**config.mk**
```make
export PLATFORM = sky130hd
export DESIGN_NAME = base64_stream_decoder_unit
export DESIGN_NICKNAME = d
export VERILOG_FILES = /design/src/b64d_pkg.sv /design/src/b64d_core.sv /design/src/b64d_outq.sv /design/src/base64_stream_decoder_unit.sv
export SDC_FILE = /design/constraint.sdc
export NUM_CORES = 1
export LEC_CHECK = 0
export ABC_CLOCK_PERIOD_IN_PS = 19650
export BUFFER_PORTS_ARGS = -buffer_cell sky130_fd_sc_hd__buf_2
export CORE_ASPECT_RATIO = 1.1
export CORE_UTILIZATION = 49
export CTS_CLUSTER_DIAMETER = 60
export DETAILED_ROUTE_END_ITERATION = 8
export HOLD_SLACK_MARGIN = 0.15
export PLACE_DENSITY = 0.69
export SLEW_MARGIN = 30
export SYNTH_ARGS = -nofsm -noshare
export SYNTH_HDL_FRONTEND = slang
export SYNTH_SLANG_ARGS = --single-unit
```
**constraint.sdc**
```tcl
create_clock -name aclk -period 19.65 [get_ports aclk]
set_clock_uncertainty 0.2 [all_clocks]
set_input_delay 3.93 -clock aclk [delete_from_list [all_inputs] [get_ports aclk]]
set_output_delay 3.93 -clock aclk [all_outputs]
set_load 0.03 [all_outputs]
```
**src/b64d_pkg.sv**
```systemverilog
// shared types, codes and helper functions for the base64 stream decoder
// no dependencies; used by b64d_core, b64d_outq and base64_stream_decoder_unit
package b64d_pkg;

    // result status codes
    localparam logic [2:0] ST_DATA      = 3'd0;
    localparam logic [2:0] ST_OK        = 3'd1;
    localparam logic [2:0] ST_AFTER_PAD = 3'd2;
    localparam logic [2:0] ST_INVALID   = 3'd3;
    localparam logic [2:0] ST_LIMIT     = 3'd4;
    localparam logic [2:0] ST_TRUNC     = 3'd5;

    // input item kinds
    localparam logic REQ_CHAR = 1'b0;
    localparam logic REQ_END  = 1'b1;

    // padding character
    localparam logic [7:0] CHAR_PAD = 8'h3D;

    // reset value of the decoded byte limit (32 MiB)
    localparam logic [31:0] LIMIT_RESET = 32'd33554432;

    // most results a single input item can cause
    localparam int MAX_RES = 3;

    // default depth of the output queue
    localparam int OUTQ_DEPTH = 8;

    // one result item
    typedef struct packed {
        logic [2:0] status;
        logic [7:0] data_byte;
        logic       last;
    } b64d_res_t;

    // results produced by one accepted item, res[0] goes out first
    typedef struct packed {
        logic [1:0]                   num;
        b64d_res_t [MAX_RES-1:0]      res;
    } b64d_push_t;

    // sextet value of a character: {valid, value}
    function automatic logic [6:0] sextet(input logic [7:0] c);
        logic [7:0] d;
        logic [6:0] r;
        begin
            d = 8'd0;
            r = 7'd0;
            if (c >= 8'h41 && c <= 8'h5A) begin
                d = c - 8'h41;
                r = {1'b1, d[5:0]};
            end else if (c >= 8'h61 && c <= 8'h7A) begin
                d = c - 8'h61 + 8'd26;
                r = {1'b1, d[5:0]};
            end else if (c >= 8'h30 && c <= 8'h39) begin
                d = c - 8'h30 + 8'd52;
                r = {1'b1, d[5:0]};
            end else if (c == 8'h2B) begin
                r = {1'b1, 6'd62};
            end else if (c == 8'h2F) begin
                r = {1'b1, 6'd63};
            end
            return r;
        end
    endfunction

    // whitespace that the decoder skips
    function automatic logic is_blank(input logic [7:0] c);
        return (c == 8'h20) || (c >= 8'h09 && c <= 8'h0D) || (c == 8'h85) || (c == 8'hA0);
    endfunction

endpackage

```
**src/b64d_core.sv**
```systemverilog
// decode state and per-character decode logic of the base64 stream decoder
// depends on b64d_pkg; feeds its results to b64d_outq
module b64d_core (
    input  logic                 aclk,
    input  logic                 aresetn,
    input  logic                 item_valid,
    input  logic                 req_type,
    input  logic [7:0]           char_code,
    input  logic                 cfg_we,
    input  logic [31:0]          cfg_wdata,
    output b64d_pkg::b64d_push_t push
);

    // decode state
    logic [5:0]  store0_reg, store0_next;
    logic [5:0]  store1_reg, store1_next;
    logic [5:0]  store2_reg, store2_next;
    logic        pad3_reg, pad3_next;
    logic [1:0]  cnt_reg, cnt_next;
    logic [31:0] bytes_reg, bytes_next;
    logic        pad_done_reg, pad_done_next;
    logic [2:0]  err_reg, err_next;
    logic        bad_reg, bad_next;
    logic [31:0] limit_reg;

    // character decode terms
    logic [6:0]  sx;
    logic        pad_char;
    logic [5:0]  v_cur;
    logic [5:0]  v3;
    logic [7:0]  b0, b1, b2;
    logic [1:0]  n;
    logic [32:0] total;
    logic [2:0]  end_status;

    assign sx       = b64d_pkg::sextet(char_code);
    assign pad_char = (char_code == b64d_pkg::CHAR_PAD);
    assign v_cur    = sx[6] ? sx[5:0] : 6'd0;
    assign v3       = pad_char ? 6'd0 : v_cur;

    // bytes of a completed group
    assign b0 = {store0_reg, store1_reg[5:4]};
    assign b1 = {store1_reg[3:0], store2_reg[5:2]};
    assign b2 = {store2_reg[1:0], v3};
    assign n  = !pad_char ? 2'd3 : (pad3_reg ? 2'd1 : 2'd2);

    // group size against the running total
    assign total = {1'b0, bytes_reg} + {31'd0, n};

    // status reported by an end item
    assign end_status = (err_reg != b64d_pkg::ST_DATA) ? err_reg :
                        ((cnt_reg != 2'd0) ? b64d_pkg::ST_TRUNC : b64d_pkg::ST_OK);

    // next state and results for one transfer
    always_comb begin
        store0_next   = store0_reg;
        store1_next   = store1_reg;
        store2_next   = store2_reg;
        pad3_next     = pad3_reg;
        cnt_next      = cnt_reg;
        bytes_next    = bytes_reg;
        pad_done_next = pad_done_reg;
        err_next      = err_reg;
        bad_next      = bad_reg;
        push          = '0;
        if (item_valid) begin
            if (req_type == b64d_pkg::REQ_END) begin
                push.num               = 2'd1;
                push.res[0].status     = end_status;
                push.res[0].data_byte  = 8'd0;
                push.res[0].last       = 1'b1;
                store0_next   = 6'd0;
                store1_next   = 6'd0;
                store2_next   = 6'd0;
                pad3_next     = 1'b0;
                cnt_next      = 2'd0;
                bytes_next    = 32'd0;
                pad_done_next = 1'b0;
                err_next      = b64d_pkg::ST_DATA;
                bad_next      = 1'b0;
            end else if (err_reg != b64d_pkg::ST_DATA || b64d_pkg::is_blank(char_code)) begin
                // skipped
            end else if (pad_done_reg) begin
                err_next = b64d_pkg::ST_AFTER_PAD;
            end else if (cnt_reg != 2'd3) begin
                // first three characters of a group are only held
                if (cnt_reg == 2'd2 && pad_char) begin
                    pad3_next = 1'b1;
                end else if (!sx[6]) begin
                    bad_next = 1'b1;
                end
                case (cnt_reg)
                    2'd0:    store0_next = v_cur;
                    2'd1:    store1_next = v_cur;
                    default: store2_next = (pad_char) ? 6'd0 : v_cur;
                endcase
                cnt_next = cnt_reg + 2'd1;
            end else if (bad_reg || (!pad_char && !sx[6]) || (pad3_reg && !pad_char)) begin
                err_next = b64d_pkg::ST_INVALID;
            end else if (total > {1'b0, limit_reg}) begin
                err_next = b64d_pkg::ST_LIMIT;
            end else begin
                // emit the group
                push.num              = n;
                push.res[0].status    = b64d_pkg::ST_DATA;
                push.res[0].data_byte = b0;
                push.res[0].last      = (n == 2'd1);
                push.res[1].status    = b64d_pkg::ST_DATA;
                push.res[1].data_byte = b1;
                push.res[1].last      = (n == 2'd2);
                push.res[2].status    = b64d_pkg::ST_DATA;
                push.res[2].data_byte = b2;
                push.res[2].last      = 1'b1;
                bytes_next    = total[31:0];
                pad_done_next = pad3_reg || pad_char;
                cnt_next      = 2'd0;
                pad3_next     = 1'b0;
                bad_next      = 1'b0;
                store0_next   = 6'd0;
                store1_next   = 6'd0;
                store2_next   = 6'd0;
            end
        end
    end

    // state registers
    always_ff @(posedge aclk) begin
        if (!aresetn) begin
            store0_reg   <= 6'd0;
            store1_reg   <= 6'd0;
            store2_reg   <= 6'd0;
            pad3_reg     <= 1'b0;
            cnt_reg      <= 2'd0;
            bytes_reg    <= 32'd0;
            pad_done_reg <= 1'b0;
            err_reg      <= b64d_pkg::ST_DATA;
            bad_reg      <= 1'b0;
        end else begin
            store0_reg   <= store0_next;
            store1_reg   <= store1_next;
            store2_reg   <= store2_next;
            pad3_reg     <= pad3_next;
            cnt_reg      <= cnt_next;
            bytes_reg    <= bytes_next;
            pad_done_reg <= pad_done_next;
            err_reg      <= err_next;
            bad_reg      <= bad_next;
        end
    end

    // limit register, kept across end items
    always_ff @(posedge aclk) begin
        if (!aresetn) begin
            limit_reg <= b64d_pkg::LIMIT_RESET;
        end else if (cfg_we) begin
            limit_reg <= cfg_wdata;
        end
    end

    // a held bad character implies a partly filled group
    a_bad_in_group: assert property (@(posedge aclk) disable iff (!aresetn)
        bad_reg |-> (cnt_reg != 2'd0))
        else $error("bad character flag set with empty group");

    // after a padded group no characters are gathered
    a_pad_done_empty: assert property (@(posedge aclk) disable iff (!aresetn)
        pad_done_reg |-> (cnt_reg == 2'd0))
        else $error("characters gathered after padding");

    // an end item clears the error and the group
    a_end_clears: assert property (@(posedge aclk) disable iff (!aresetn)
        (item_valid && req_type == b64d_pkg::REQ_END) |=>
            (err_reg == b64d_pkg::ST_DATA && cnt_reg == 2'd0 && bytes_reg == 32'd0))
        else $error("end item did not clear state");

endmodule

```
**src/b64d_outq.sv**
```systemverilog
// output queue of the base64 stream decoder: takes up to three results per cycle,
// hands out one per cycle while out_ready is high; depends on b64d_pkg
module b64d_outq #(
    parameter int DEPTH = b64d_pkg::OUTQ_DEPTH
) (
    input  logic                 aclk,
    input  logic                 aresetn,
    input  b64d_pkg::b64d_push_t push,
    output logic                 room,
    output logic                 out_valid,
    input  logic                 out_ready,
    output b64d_pkg::b64d_res_t  out_res
);

    localparam int PW = $clog2(DEPTH);
    localparam int CW = $clog2(DEPTH + 1);

    b64d_pkg::b64d_res_t mem [DEPTH];

    logic [PW-1:0] wr_ptr_reg, wr_ptr_next;
    logic [PW-1:0] rd_ptr_reg, rd_ptr_next;
    logic [CW-1:0] count_reg, count_next;
    logic          pop;

    // pointer advance with wrap at the queue depth
    function automatic logic [PW-1:0] adv(input logic [PW-1:0] p, input logic [1:0] k);
        logic [PW:0] s;
        begin
            s = {1'b0, p} + {{(PW-1){1'b0}}, k};
            if (s >= (PW+1)'(DEPTH)) begin
                s = s - (PW+1)'(DEPTH);
            end
            return s[PW-1:0];
        end
    endfunction

    assign out_valid = (count_reg != '0);
    assign out_res   = mem[rd_ptr_reg];
    assign pop       = out_valid && out_ready;
    assign room      = (count_reg <= CW'(DEPTH - b64d_pkg::MAX_RES));

    // pointers and fill level
    always_comb begin
        wr_ptr_next = adv(wr_ptr_reg, push.num);
        rd_ptr_next = adv(rd_ptr_reg, {1'b0, pop});
        count_next  = count_reg + CW'(push.num) - CW'(pop);
    end

    always_ff @(posedge aclk) begin
        if (!aresetn) begin
            wr_ptr_reg <= '0;
            rd_ptr_reg <= '0;
            count_reg  <= '0;
        end else begin
            wr_ptr_reg <= wr_ptr_next;
            rd_ptr_reg <= rd_ptr_next;
            count_reg  <= count_next;
        end
    end

    // storage writes, results of one item in order
    always_ff @(posedge aclk) begin
        for (int k = 0; k < b64d_pkg::MAX_RES; k++) begin
            if (2'(k) < push.num) begin
                mem[adv(wr_ptr_reg, 2'(k))] <= push.res[k];
            end
        end
    end

    // fill level stays within the depth
    a_no_overflow: assert property (@(posedge aclk) disable iff (!aresetn)
        count_reg <= CW'(DEPTH))
        else $error("output queue overflow");

    // results only arrive when room for a full group is there
    a_push_room: assert property (@(posedge aclk) disable iff (!aresetn)
        (push.num != 2'd0) |-> room)
        else $error("results pushed without room");

endmodule

```
**src/base64_stream_decoder_unit.sv**
```systemverilog
// top level of the base64 stream decoder: stream ports, decode core, output queue
// depends on b64d_pkg, b64d_core and b64d_outq
//
// Strict Base64 decoder taking one Latin-1 character per input transfer (s_tuser = 0)
// or an end marker (s_tuser = 1). Whitespace is skipped; every fourth significant
// character completes a group and pushes one to three decoded bytes (status 0) into an
// output queue; an end marker pushes one status result (ok, truncated or the first
// error) and clears the decode state, but not the byte limit. Each input transfer is
// decoded in the cycle it is accepted, so one character is taken per cycle and its results
// can leave from the next cycle on, one per cycle. s_tready is low while the output queue
// (OUTQ_DEPTH entries) has fewer than three free slots, so the sustained rate is one
// character per cycle as long as m_tready keeps up with three bytes per four characters.
// The user must write the byte limit through cfg_we / cfg_wdata only while idle; the block does not enforce it.
module base64_stream_decoder_unit #(
    parameter int OUTQ_DEPTH = b64d_pkg::OUTQ_DEPTH
) (
    input  logic        aclk,
    input  logic        aresetn,
    // input channel
    input  logic        s_tvalid,
    output logic        s_tready,
    input  logic [7:0]  s_tdata,   // [7:0] char_code
    input  logic [0:0]  s_tuser,   // [0] req_type
    // result channel
    output logic        m_tvalid,
    input  logic        m_tready,
    output logic [7:0]  m_tdata,   // [7:0] data_byte
    output logic [2:0]  m_tuser,   // [2:0] status
    output logic        m_tlast,
    // limit register write
    input  logic        cfg_we,
    input  logic [31:0] cfg_wdata
);

    b64d_pkg::b64d_push_t push;
    b64d_pkg::b64d_res_t  out_res;
    logic                 room;
    logic                 item_valid;

    // an input transfer completes here
    assign s_tready   = room;
    assign item_valid = s_tvalid && room;

    b64d_core u_core (
        .aclk       (aclk),
        .aresetn    (aresetn),
        .item_valid (item_valid),
        .req_type   (s_tuser[0]),
        .char_code  (s_tdata),
        .cfg_we     (cfg_we),
        .cfg_wdata  (cfg_wdata),
        .push       (push)
    );

    b64d_outq #(
        .DEPTH (OUTQ_DEPTH)
    ) u_outq (
        .aclk      (aclk),
        .aresetn   (aresetn),
        .push      (push),
        .room      (room),
        .out_valid (m_tvalid),
        .out_ready (m_tready),
        .out_res   (out_res)
    );

    // result fields onto the stream ports
    assign m_tdata = out_res.data_byte;
    assign m_tuser = out_res.status;
    assign m_tlast = out_res.last;

endmodule

```
==> reports/metrics.yaml, run 1 <==
outcome:
  status: "finished, final reports clean"
layout:
  drive_above_1_share: 0.1346
  largest_reg_flops: 96
  antenna-diode-count: 0
  nets: 1445
  syn_to_final_growth_pct: 9.356
clock_network:
  cts_root_buffer: "clkbuf_16"
  cts_tree: "built"
  clock_latency_ns: 0.45
  clock_sinks: 196
  cts_htree_levels: 4
  path_clk_slew_ns: 0.08
  hold_buffers: 0
  cts_resized: 0
  post_cts_buffers: 0
  clock_path_buffers: 2
  cts_made_buffers: 17
routing:
  vias_per_cell: 6.309
  dr.pass1.iters: 8
  drtIter0Drc: 1148
  vias: 10450
  drcViolationCount: 0
  antenna_left: 0
  post_drt_wl_per_cell_um: 21.56
  postRouteWirelength_um: 35720
sta:
  layout_setup_ws_ns: 8.231
  fin_crit_sh: 0.5811
  post-route-min-period_ns: 11.42
  fin_setup_tns_ns: 0
  final_hold_viol_count: 0
  tightest_slew_ns: 1.022
  max_freq_mhz: 87.57
  slew_viol_final: 0
  final-setup-viol-count: 0
  hold-worst-slack_ns: 0.2764
  rsz0062_at_grt: "false"
  slew_headroom: 0.3156
synth:
  synth_edf_count: 72
  ys_seq_area_frac: 0.3837
  synth.avg_cell_area_um2: 9.148
  async_flop_share: 0
  yosysMostFrequentCell: "nand2_1"
  synth.area.top_cells: "dfxtp_1 21%, edfxtp_1 18%, ha_1 5.9%, nand2_1 5.1%, mux4_2 4.5%"
  synth_top_area_frac: 0.2051
  yosys_warnings: 0
  ys_ff_latch: 196
  synth_nets: 1429
  synth_ff_type: "dfxtp_1"
  synth_largest_area_cell: "dfxtp_1"
  synth_common_cells: "164 x nand2_1, 124 x dfxtp_1, 76 x a21oi_1"
  syn_inst: 1323
  synth.distinct_cells: 86
  synth_area_um2: 12100
global_route:
  grt_max_degree: 52
  grt_pass1_wl_um: 55970
  grt_overflow: 0
  first_global_vias: 9931
  grt_antenna_before_repair: 0
  grt_use_total: 0.2825
setup_path:
  crit_slowest_cell: "nor4_1"
  cp.required_ns: 19.79
  start_kind: "primary input"
  critical-path-max-stage-delay_ns: 0.75
  rrSetupSlack_ns: 12.31
  crit_path_max_fanout: 29
  cp_data_arrival_time_ns: 11.56
  endpoint_kind: "register"
  crit_type: "in -> reg"
  cp_common_cell: "ha_1"
placement:
  pre_cts_ws_ns: 7.975
  place.gp.congestion: 1.042
  dp_hpwl_um: 26700
  numPortBuffers: 59
floorplan:
  fp-row-count: 59
  fp.dieH_um: 166.8
  initial_core_util: 0.5060
  die_w_um: 151.8
  core_um2: 23920
  die_area_um2: 25330
  ios: 60
power_and_ir_drop:
  leakagePower_uw: 0.004919
  power.density_nw_per_um2: 81.64
  power.total_uw: 1081
  max-vdd-ir-drop_v: 0.00005782
worst_hold_path:
  hp-class: "reg -> reg"
flow_run:
  drv_cap: 0
==> where the power goes <==
part,switching [uW],internal (uW),leakage [uW]
combinational,165,102,0.00289
clock,178,182,0.000292
sequential,13.3,439,0.00174
==> area by class of cell <==
type	instances	area, um^2
Clock buffer	17	425.4
Clock inverter	15	176.4
Fill cell	2222	10680
Inverter	69	259.0
Multi-Input combinational cell	982	6948
Sequential cell	196	4644
Tap cell	305	381.6
Timing Repair Buffer	73	400.4
==> path summary, 6_finish.rpt <==
path | end | start | cells after the start
setup / recovery | u_outq.count_reg[3]$_SDFF_PN0_ | s_tdata[1] | 29
setup reg to reg | u_outq.count_reg[3]$_SDFF_PN0_ | u_core.pad3_reg$_SDFFE_PN0P_ | 27
hold / removal | u_core.bytes_reg[31]$_SDFFE_PN0P_ | u_core.bytes_reg[31]$_SDFFE_PN0P_ | 2
hold reg to reg | u_core.bytes_reg[31]$_SDFFE_PN0P_ | u_core.bytes_reg[31]$_SDFFE_PN0P_ | 2
==> critical path: cells and delay by family <==
kind	cells	cell delay (ns)
fa+ha+maj	5	1.62
buf+inv	5	0.88
simple gates	14	4.41
compound gates	4	0.61
xor+xnor	1	0.08
==> cell usage in the layout (no fill, tap or decap), types with 4 or more instances in the layout <==
cell type    n
xor2_1       8
a21oi_1     76
buf_2       59
xnor2_1     24
mux2_2      14
a31oi_1     14
nor2b_1     59
nor3_1      13
a21o_1       4
edfxtp_1    72
a22o_1       8
o21bai_1     7
ha_1        57
o211ai_1    16
buf_4       14
inv_6        6
a22oi_1     21
o221ai_1    42
nand2b_1    15
mux2i_1     39
mux4_2      24
or3_1        6
a211oi_1     4
and3_1      13
o2bb2ai_1    6
nor4_4       5
clkbuf_16   17
a21boi_0     7
or2_2       13
nor2_1      57
o21a_1       4
nand4_1     44
dfxtp_1    124
nand3_1     62
o21ai_0     52
nand2_1    164
nor4_1      12
inv_1       69
and2_1      22
==> cell families after synthesis <==
group                    Yosys count  synth area share
XOR/XNOR                          32           0.02316
buffers and inverters            145           0.04776
multiplexers                      77           0.08994
AO/OA/AOI/OAI                    302            0.1738
AND/OR/NAND/NOR                  511            0.2177
adder cells (fa/ha/maj)           60           0.06389
flip-flops                       196            0.3837
==> through the flow <==
step                        util  cells  instance area [um^2]
after floorplan                -   1323                 12100
after global placement    0.5264   1625                 12590
after detailed placement  0.5266   1625                 12600
after CTS                 0.5518   1657                 13200
after global routing      0.5534   1657                 13240
final                     0.5534   1657                 13240
==> layer usage <==
metal	GRT usage	up-vias	wire (um)	part of all wire
li1	-	4927	-	-
met1	0.3520	4899	14160	0.40
met2	0.4852	530	17460	0.49
met3	0.04502	98	2755	0.077
met4	0.1170	0	1343	0.038
met5	0	-	0	0
Note: power is estimated with default switching activity, not from simulation.
==> inputs of run 2 (changes only) <==
--- a/config.mk
+++ b/config.mk
@@ -5,14 +5,15 @@
 export SDC_FILE = /design/constraint.sdc
 export NUM_CORES = 1
 export LEC_CHECK = 0
-export ABC_CLOCK_PERIOD_IN_PS = 19650
+export ABC_AREA = 1
+export ABC_CLOCK_PERIOD_IN_PS = 9700
 export BUFFER_PORTS_ARGS = -buffer_cell sky130_fd_sc_hd__buf_2
 export CORE_ASPECT_RATIO = 1.1
 export CORE_UTILIZATION = 49
 export CTS_CLUSTER_DIAMETER = 60
 export DETAILED_ROUTE_END_ITERATION = 8
 export HOLD_SLACK_MARGIN = 0.15
-export PLACE_DENSITY = 0.69
+export PLACE_DENSITY = 0.71
 export SLEW_MARGIN = 30
 export SYNTH_ARGS = -nofsm -noshare
 export SYNTH_HDL_FRONTEND = slang
==> constraint.sdc (replaced) <==
create_clock -name aclk -period 9.7 [get_ports aclk]
set_clock_uncertainty 0.2 [all_clocks]
set_input_delay 1.94 -clock aclk [delete_from_list [all_inputs] [get_ports aclk]]
set_output_delay 1.94 -clock aclk [all_outputs]
set_load 0.03 [all_outputs]
==> run 2 against run 1 <==
Final cell count increased by 37%. Sequential power is 110% higher. Clock power increased by 96%. Core utilization down 1.5 points. Synthesized area is 9.3% higher. Via count is 21% higher. Sequential share of layout area fell by 2.3 points. Die area increased by 9.1%. Combinational power rose to 2.6 times the previous value. Global-route usage up 0.24 points.
==> reports/metrics.yaml, run 2 <==
sta:
  slew_headroom: 0.3231  # was 0.3156
  post-route-min-period_ns: 8.370
  fin_setup_tns_ns: 0  # unchanged
  rsz0062_at_grt: "false"  # unchanged
  final-setup-viol-count: 0  # unchanged
  slew_viol_final: 0  # unchanged
  final_hold_viol_count: 0  # unchanged
  max_freq_mhz: 119.5
  fin_crit_sh: 0.8628
  tightest_slew_ns: 1.010  # was 1.022 ns
layout:
  largest_reg_flops: 96  # unchanged
  nets: 2016  # was 1445
  final_util: 0.5384  # was 0.5534
  final_common_cell: "nor2_1"  # was nand2_1
  antenna-diode-count: 0  # unchanged
  syn_to_final_growth_pct: 7.068  # was 9.356%
  drive_above_1_share: 0.07336  # was 0.1346
  final_cell_mix: "422 x nor2_1, 360 x nand2_1, 184 x inv_1"  # was 164 x nand2_1, 124 x dfxtp_1, 76 x a21oi_1
synth:
  syn_inst: 1932  # was 1323
  ys_ff_latch: 196  # unchanged
  synth.distinct_cells: 47  # was 86
  yosysMostFrequentCell: "nor2_1"  # was nand2_1
  synth_edf_count: 72  # unchanged
  synth_largest_area_cell: "dfxtp_1"  # unchanged
  async_flop_share: 0  # unchanged
  yosys_warnings: 0  # unchanged
  synth_ff_type: "dfxtp_1"  # unchanged
  synth_nets: 2038  # was 1429
  synth_top_area_frac: 0.1877  # was 0.2051
  synth_area_um2: 13220  # was 12100 um^2
  synth.avg_cell_area_um2: 6.845  # was 9.148 um^2
  synth_common_cells: "424 x nor2_1, 360 x nand2_1, 185 x inv_1"  # was 164 x nand2_1, 124 x dfxtp_1, 76 x a21oi_1
  ys_seq_area_frac: 0.3512  # was 0.3837
  synth.area.top_cells: "dfxtp_1 19%, edfxtp_1 16%, nor2_1 12%, nand2_1 10%, ha_1 5.4%"  # was dfxtp_1 21%, edfxtp_1 18%, ha_1 5.9%, nand2_1 5.1%, mux4_2 4.5%
setup_path:
  crit_type: "in -> reg"  # unchanged
  cp.required_ns: 9.59  # was 19.79 ns
  start_kind: "primary input"  # unchanged
  crit_path_max_fanout: 66  # was 29
  endpoint_kind: "register"  # unchanged
  cp_data_arrival_time_ns: 8.26  # was 11.56 ns
  crit_slowest_cell: "nand4_1"  # was nor4_1
  critical-path-max-stage-delay_ns: 0.66  # was 0.75 ns
power_and_ir_drop:
  power.total_uw: 2368  # was 1081 uW
  power.internal_uw: 1488  # was 723.7 uW
  p_comb_frac: 0.297  # was 0.247
  power.density_nw_per_um2: 167.3  # was 81.64 nW/um^2
  pwr-share-seq: 0.404  # was 0.419
  max-vdd-ir-drop_v: 0.0001105  # was 0.00005782 V
  p_clk_frac: 0.299  # was 0.334
  leakagePower_uw: 0.006449  # was 0.004919 uW
  p_switching_uw: 880.0  # was 356.8 uW
  swShare: 0.3715  # was 0.3302
global_route:
  grt_use_total: 0.2849  # was 0.2825
  grt_overflow: 0  # unchanged
  grt_antenna_before_repair: 2  # was 0
  grt_pass1_wl_um: 60430  # was 55970 um
  grt_max_degree: 129  # was 52
  first_global_vias: 11350  # was 9931
routing:
  dr.pass1.iters: 6  # was 8
  antenna_left: 0  # unchanged
  vias_per_cell: 5.556  # was 6.309
  postRouteWirelength_um: 38440  # was 35720 um
  drcViolationCount: 0  # unchanged
  post_drt_wl_per_cell_um: 16.91  # was 21.56 um
  drtIter0Drc: 1105  # was 1148
  vias: 12630  # was 10450
placement:
  dp_hpwl_um: 27690  # was 26700 um
  place.gp.congestion: 0.9476  # was 1.042
  numPortBuffers: 59  # unchanged
clock_network:
  cts_tree: "built"  # unchanged
  clock_sinks: 196  # unchanged
  post_cts_buffers: 0  # unchanged
  hold_buffers: 0  # unchanged
  cts_htree_levels: 4  # unchanged
  path_clk_slew_ns: 0.07  # was 0.08 ns
  cts_made_buffers: 17  # unchanged
  cts_resized: 0  # unchanged
  clock_latency_ns: 0.45  # about the same
  clock_path_buffers: 2  # unchanged
  cts_root_buffer: "clkbuf_16"  # unchanged
outcome:
  status: "finished, final reports clean"  # unchanged
floorplan:
  die_w_um: 158.6  # was 151.8 um
  core_um2: 26300  # was 23920 um^2
  initial_core_util: 0.5029  # was 0.5060
  fp.dieH_um: 174.3  # was 166.8 um
  ios: 60  # unchanged
  fp-row-count: 62  # was 59
  die_area_um2: 27650  # was 25330 um^2
worst_hold_path:
  hp-class: "reg -> reg"  # unchanged
flow_run:
  drv_cap: 0  # unchanged
## run 2: power groups by stage
stage	registers [uW]	clock network, uW	logic [uW]
6_report	957	707	704
5_1_grt	962	745	783
4_1_cts	954	718	699
3_3_place_gp	971	0	685
2_1_floorplan	942	0	510
3_5_place_dp	973	0	695
## run 2: layout make-up
| cell class | instances | area, um^2 |
|---|---|---|
| Sequential cell | 196 | 4644 |
| Clock buffer | 20 | 446.7 |
| Multi-Input combinational cell | 1423 | 7356 |
| Tap cell | 352 | 440.4 |
| Fill cell | 2554 | 12140 |
| Clock inverter | 11 | 125.1 |
| Timing Repair Buffer | 71 | 389.1 |
| Inverter | 201 | 757.0 |
## run 2: layer usage
metal  vias to the layer above  track usage  wire length, um
met4                         2       0.1474             1989
li1                       6334            -                -
met5                         -            0               10
met3                       120      0.04637             2774
met2                       494       0.4611            17890
met1                      5684       0.3627            15780
## run 2: critical path, delay by kind of cell
kind	cells	cell delay [ns]
compound gates	1	0.11
xor+xnor	1	0.14
fa+ha+maj	3	0.92
buf+inv	11	1.27
simple gates	18	3.82
## run 2: final timing paths
check | startpoint | endpoint | slack (ns) | depth (start not counted)
worst max register to register | u_core.pad3_reg$_SDFFE_PN0P_ | u_outq.mem[3][8]$_DFFE_PP_ | 3.28 | 21
worst min register to register | u_outq.mem[1][10]$_SDFFE_PP0N_ | u_outq.mem[1][10]$_SDFFE_PP0N_ | 0.26 | 2
worst max-delay path | s_tdata[1] | u_outq.mem[3][8]$_DFFE_PP_ | 1.33 | 34
worst min-delay path | u_outq.mem[1][10]$_SDFFE_PP0N_ | u_outq.mem[1][10]$_SDFFE_PP0N_ | 0.26 | 2
## run 2: cells by family after synthesis
| family | after synthesis | share of synthesized area |
|---|---|---|
| xor gates and xnor gates | 42 | 0.02782 |
| DFF | 196 | 0.3512 |
| and+or+nand+nor | 998 | 0.3268 |
| AOI/OAI and AO/OA | 323 | 0.1406 |
| adders and majority gates | 60 | 0.05847 |
| buffers and inverters | 313 | 0.09509 |
## run 2: through the flow
stage                     hold slack, ns  cells  instance area [um^2]  setup slack (ns)
after CTS                         0.2595   2274                 14160             1.453
after global placement            0.2450   2243                 13570             1.233
after detailed placement          0.2487   2243                 13590            0.9841
after floorplan                   0.2355   1932                 13220             2.073
final                             0.2608   2274                 14160             1.330
after global routing              0.2807   2274                 14160            0.6942
==> inputs of run 3 (changes only) <==
--- a/config.mk
+++ b/config.mk
@@ -9,11 +9,12 @@
 export ABC_CLOCK_PERIOD_IN_PS = 9700
 export BUFFER_PORTS_ARGS = -buffer_cell sky130_fd_sc_hd__buf_2
 export CORE_ASPECT_RATIO = 1.1
-export CORE_UTILIZATION = 49
+export CORE_UTILIZATION = 35
 export CTS_CLUSTER_DIAMETER = 60
 export DETAILED_ROUTE_END_ITERATION = 8
 export HOLD_SLACK_MARGIN = 0.15
-export PLACE_DENSITY = 0.71
+export PLACE_DENSITY = 0.55
+export RECOVER_POWER = 25
 export SLEW_MARGIN = 30
 export SYNTH_ARGS = -nofsm -noshare
 export SYNTH_HDL_FRONTEND = slang
==> constraint.sdc (replaced) <==
create_clock -name aclk -period 9.7 [get_ports aclk]
set_clock_uncertainty 0.2 [all_clocks]
set_input_delay 1.455 -clock aclk [delete_from_list [all_inputs] [get_ports aclk]]
set_output_delay 1.455 -clock aclk [all_outputs]
set_load 0.03 [all_outputs]
==> run 3 against run 2 <==
The run now ends with max-capacitance violations, max-slew violations left. Final cell count is 6.6% higher. Die area rose by 39%. Register-to-register slack lost 0.45 ns. Final area increased by 1.3%. Critical path depth shrank 3. Fmax decreased by 0.34%. Combinational power fell by 2%. Largest power group unchanged. Highest routed layer unchanged.
==> reports/metrics.yaml, run 3 (same netlist as run 2, synthesis figures left out) <==
setup_path:
  crit_slowest_cell: "clkbuf_1"  # was nand4_1
  cp_common_cell: "nand2_1"
  crit_path_max_fanout: 66  # unchanged
  critical-path-max-stage-delay_ns: 1.13  # was 0.66 ns
  endpoint_kind: "register"  # unchanged
  crit_type: "in -> reg"  # unchanged
  cp.required_ns: 9.89  # was 9.59 ns
  r2r_start: "u_core.pad3_reg$_SDFFE_PN0P_"  # unchanged
  start_kind: "primary input"  # unchanged
  crit_start: "s_tdata[1]"  # unchanged
  cp_data_arrival_time_ns: 8.59  # was 8.26 ns
outcome:
  status: "finished, violations left"  # was finished, final reports clean
  violations: "max-capacitance violations, max-slew violations"
global_route:
  grt_antenna_before_repair: 1  # was 2
  grt_overflow: 0  # unchanged
  first_global_vias: 11830  # was 11350
  grt_pass1_wl_um: 67020  # was 60430 um
  grt_max_degree: 127  # was 129
  grt_use_total: 0.2253  # was 0.2849
layout:
  design_area_um2: 14340  # was 14160 um^2
  nets: 2023  # was 2016
  syn_to_final_growth_pct: 8.459  # was 7.068%
  drive_above_1_share: 0.06632  # was 0.07336
  final_cell_mix: "424 x nor2_1, 361 x nand2_1, 185 x inv_1"  # was 422 x nor2_1, 360 x nand2_1, 184 x inv_1
  final_common_cell: "nor2_1"  # unchanged
  fill_cells: 4009  # was 2554
  antenna-diode-count: 0  # unchanged
  largest_reg_flops: 96  # unchanged
clock_network:
  cts_tree: "built"  # unchanged
  path_clk_slew_ns: 0.07  # about the same
  cts_root_buffer: "clkbuf_16"  # unchanged
  clock_latency_ns: 0.46  # was 0.45 ns
  cts_made_buffers: 17  # unchanged
  cts_htree_levels: 4  # unchanged
  hold_buffers: 0  # unchanged
  clock_sinks: 196  # unchanged
  post_cts_buffers: 0  # unchanged
  cts_resized: 0  # unchanged
  clock_path_buffers: 2  # unchanged
worst_hold_path:
  min_from: "u_core.limit_reg[16]$_SDFFE_PN0P_"  # was u_outq.mem[1][10]$_SDFFE_PP0N_
  hp-class: "reg -> reg"  # unchanged
floorplan:
  fp.dieH_um: 205.9  # was 174.3 um
  core_um2: 37220  # was 26300 um^2
  ios: 60  # unchanged
  die_w_um: 187.3  # was 158.6 um
  die_area_um2: 38560  # was 27650 um^2
  initial_core_util: 0.3553  # was 0.5029
  fp-row-count: 74  # was 62
sta:
  slew_viol_final: 235  # was 0
  final-setup-viol-count: 0  # unchanged
  final_hold_viol_count: 0  # unchanged
  fin_setup_tns_ns: 0  # unchanged
  slew_headroom: -0.7168  # was 0.3231
  rsz0062_at_grt: "false"  # unchanged
  tightest_slew_ns: 2.575  # was 1.010 ns
  fin_crit_sh: 0.8658  # was 0.8628
  post-route-min-period_ns: 8.398  # was 8.370 ns
  max_freq_mhz: 119.1  # was 119.5 MHz
routing:
  vias: 12760  # was 12630
  drtIter0Drc: 1036  # was 1105
  postRouteWirelength_um: 42770  # was 38440 um
  antenna_left: 0  # unchanged
  vias_per_cell: 5.263  # was 5.556
  dr.pass1.iters: 5  # was 6
  drcViolationCount: 0  # unchanged
  post_drt_wl_per_cell_um: 17.64  # was 16.91 um
power_and_ir_drop:
  leakagePower_uw: 0.006461  # was 0.006449 uW
  power.density_nw_per_um2: 164.6  # was 167.3 nW/um^2
  max-vdd-ir-drop_v: 0.0001369  # was 0.0001105 V
placement:
  dp_hpwl_um: 30150  # was 27690 um
  dpl_cell_area_um2: 13810  # was 13590 um^2
  numPortBuffers: 59  # unchanged
  place.gp.congestion: 0.9117  # was 0.9476
flow_run:
  drv_cap: 5  # was 0
==> run 3: power breakdown <==
group | switching (uW) | internal (uW)
sequential | 52.3 | 905
combinational | 504 | 188
clock | 324 | 387
==> run 3: final cells by class <==
| cell class | instances | area, um^2 | area share |
|---|---|---|---|
| inverter | 201 | 757.0 | 0.05278 |
| tap | 494 | 618.1 | 0.04310 |
| clock inverter | 11 | 83.83 | 0.005845 |
| clock buffer | 21 | 504.2 | 0.03516 |
| multi-input combinational | 1423 | 7326 | 0.5108 |
| timing repair buffer | 78 | 409.1 | 0.02853 |
| sequential | 196 | 4644 | 0.3238 |
==> run 3: critical path, delay by kind of cell <==
family	cells	cell delay, ns
and+or+nand+nor	18	3.31
buffers and inverters	8	2.23
adders and majority gates	3	1.14
AOI/OAI and AO/OA	1	0.21
xor gates and xnor gates	1	0.15
==> run 3: worst paths after layout <==
| check | to | slack (ns) | cells past startpoint |
|---|---|---|---|
| min | u_core.limit_reg[16]$_SDFFE_PN0P_ | 0.26 | 2 |
| max | u_core.cnt_reg[0]$_SDFFE_PN0P_ | 1.30 | 31 |
| max reg2reg | u_core.cnt_reg[0]$_SDFFE_PN0P_ | 2.83 | 26 |
| min reg2reg | u_core.limit_reg[16]$_SDFFE_PN0P_ | 0.26 | 2 |
==> run 3: metal layers <==
layer,GRT usage,part of all wire,vias to the layer above
li1,-,-,6360
met1,0.2846,0.43,5939
met2,0.3925,0.49,387
met3,0.03447,0.052,70
met4,0.07348,0.025,2
met5,0,0.00023,-
==> run 3: through the flow <==
step | hold slack [ns] | instances | utilization | setup WS, ns | total power [uW]
after floorplan | 0.2355 | 1932 | - | 2.558 | 1452
after global routing | 0.2765 | 2424 | 0.3853 | 0.4966 | 2500
final | 0.2646 | 2424 | 0.3853 | 1.302 | 2361
after global placement | 0.2489 | 2392 | 0.3706 | 1.402 | 1669
after detailed placement | 0.2519 | 2392 | 0.3710 | 1.232 | 1675
after CTS | 0.2624 | 2424 | 0.3868 | 1.695 | 2388
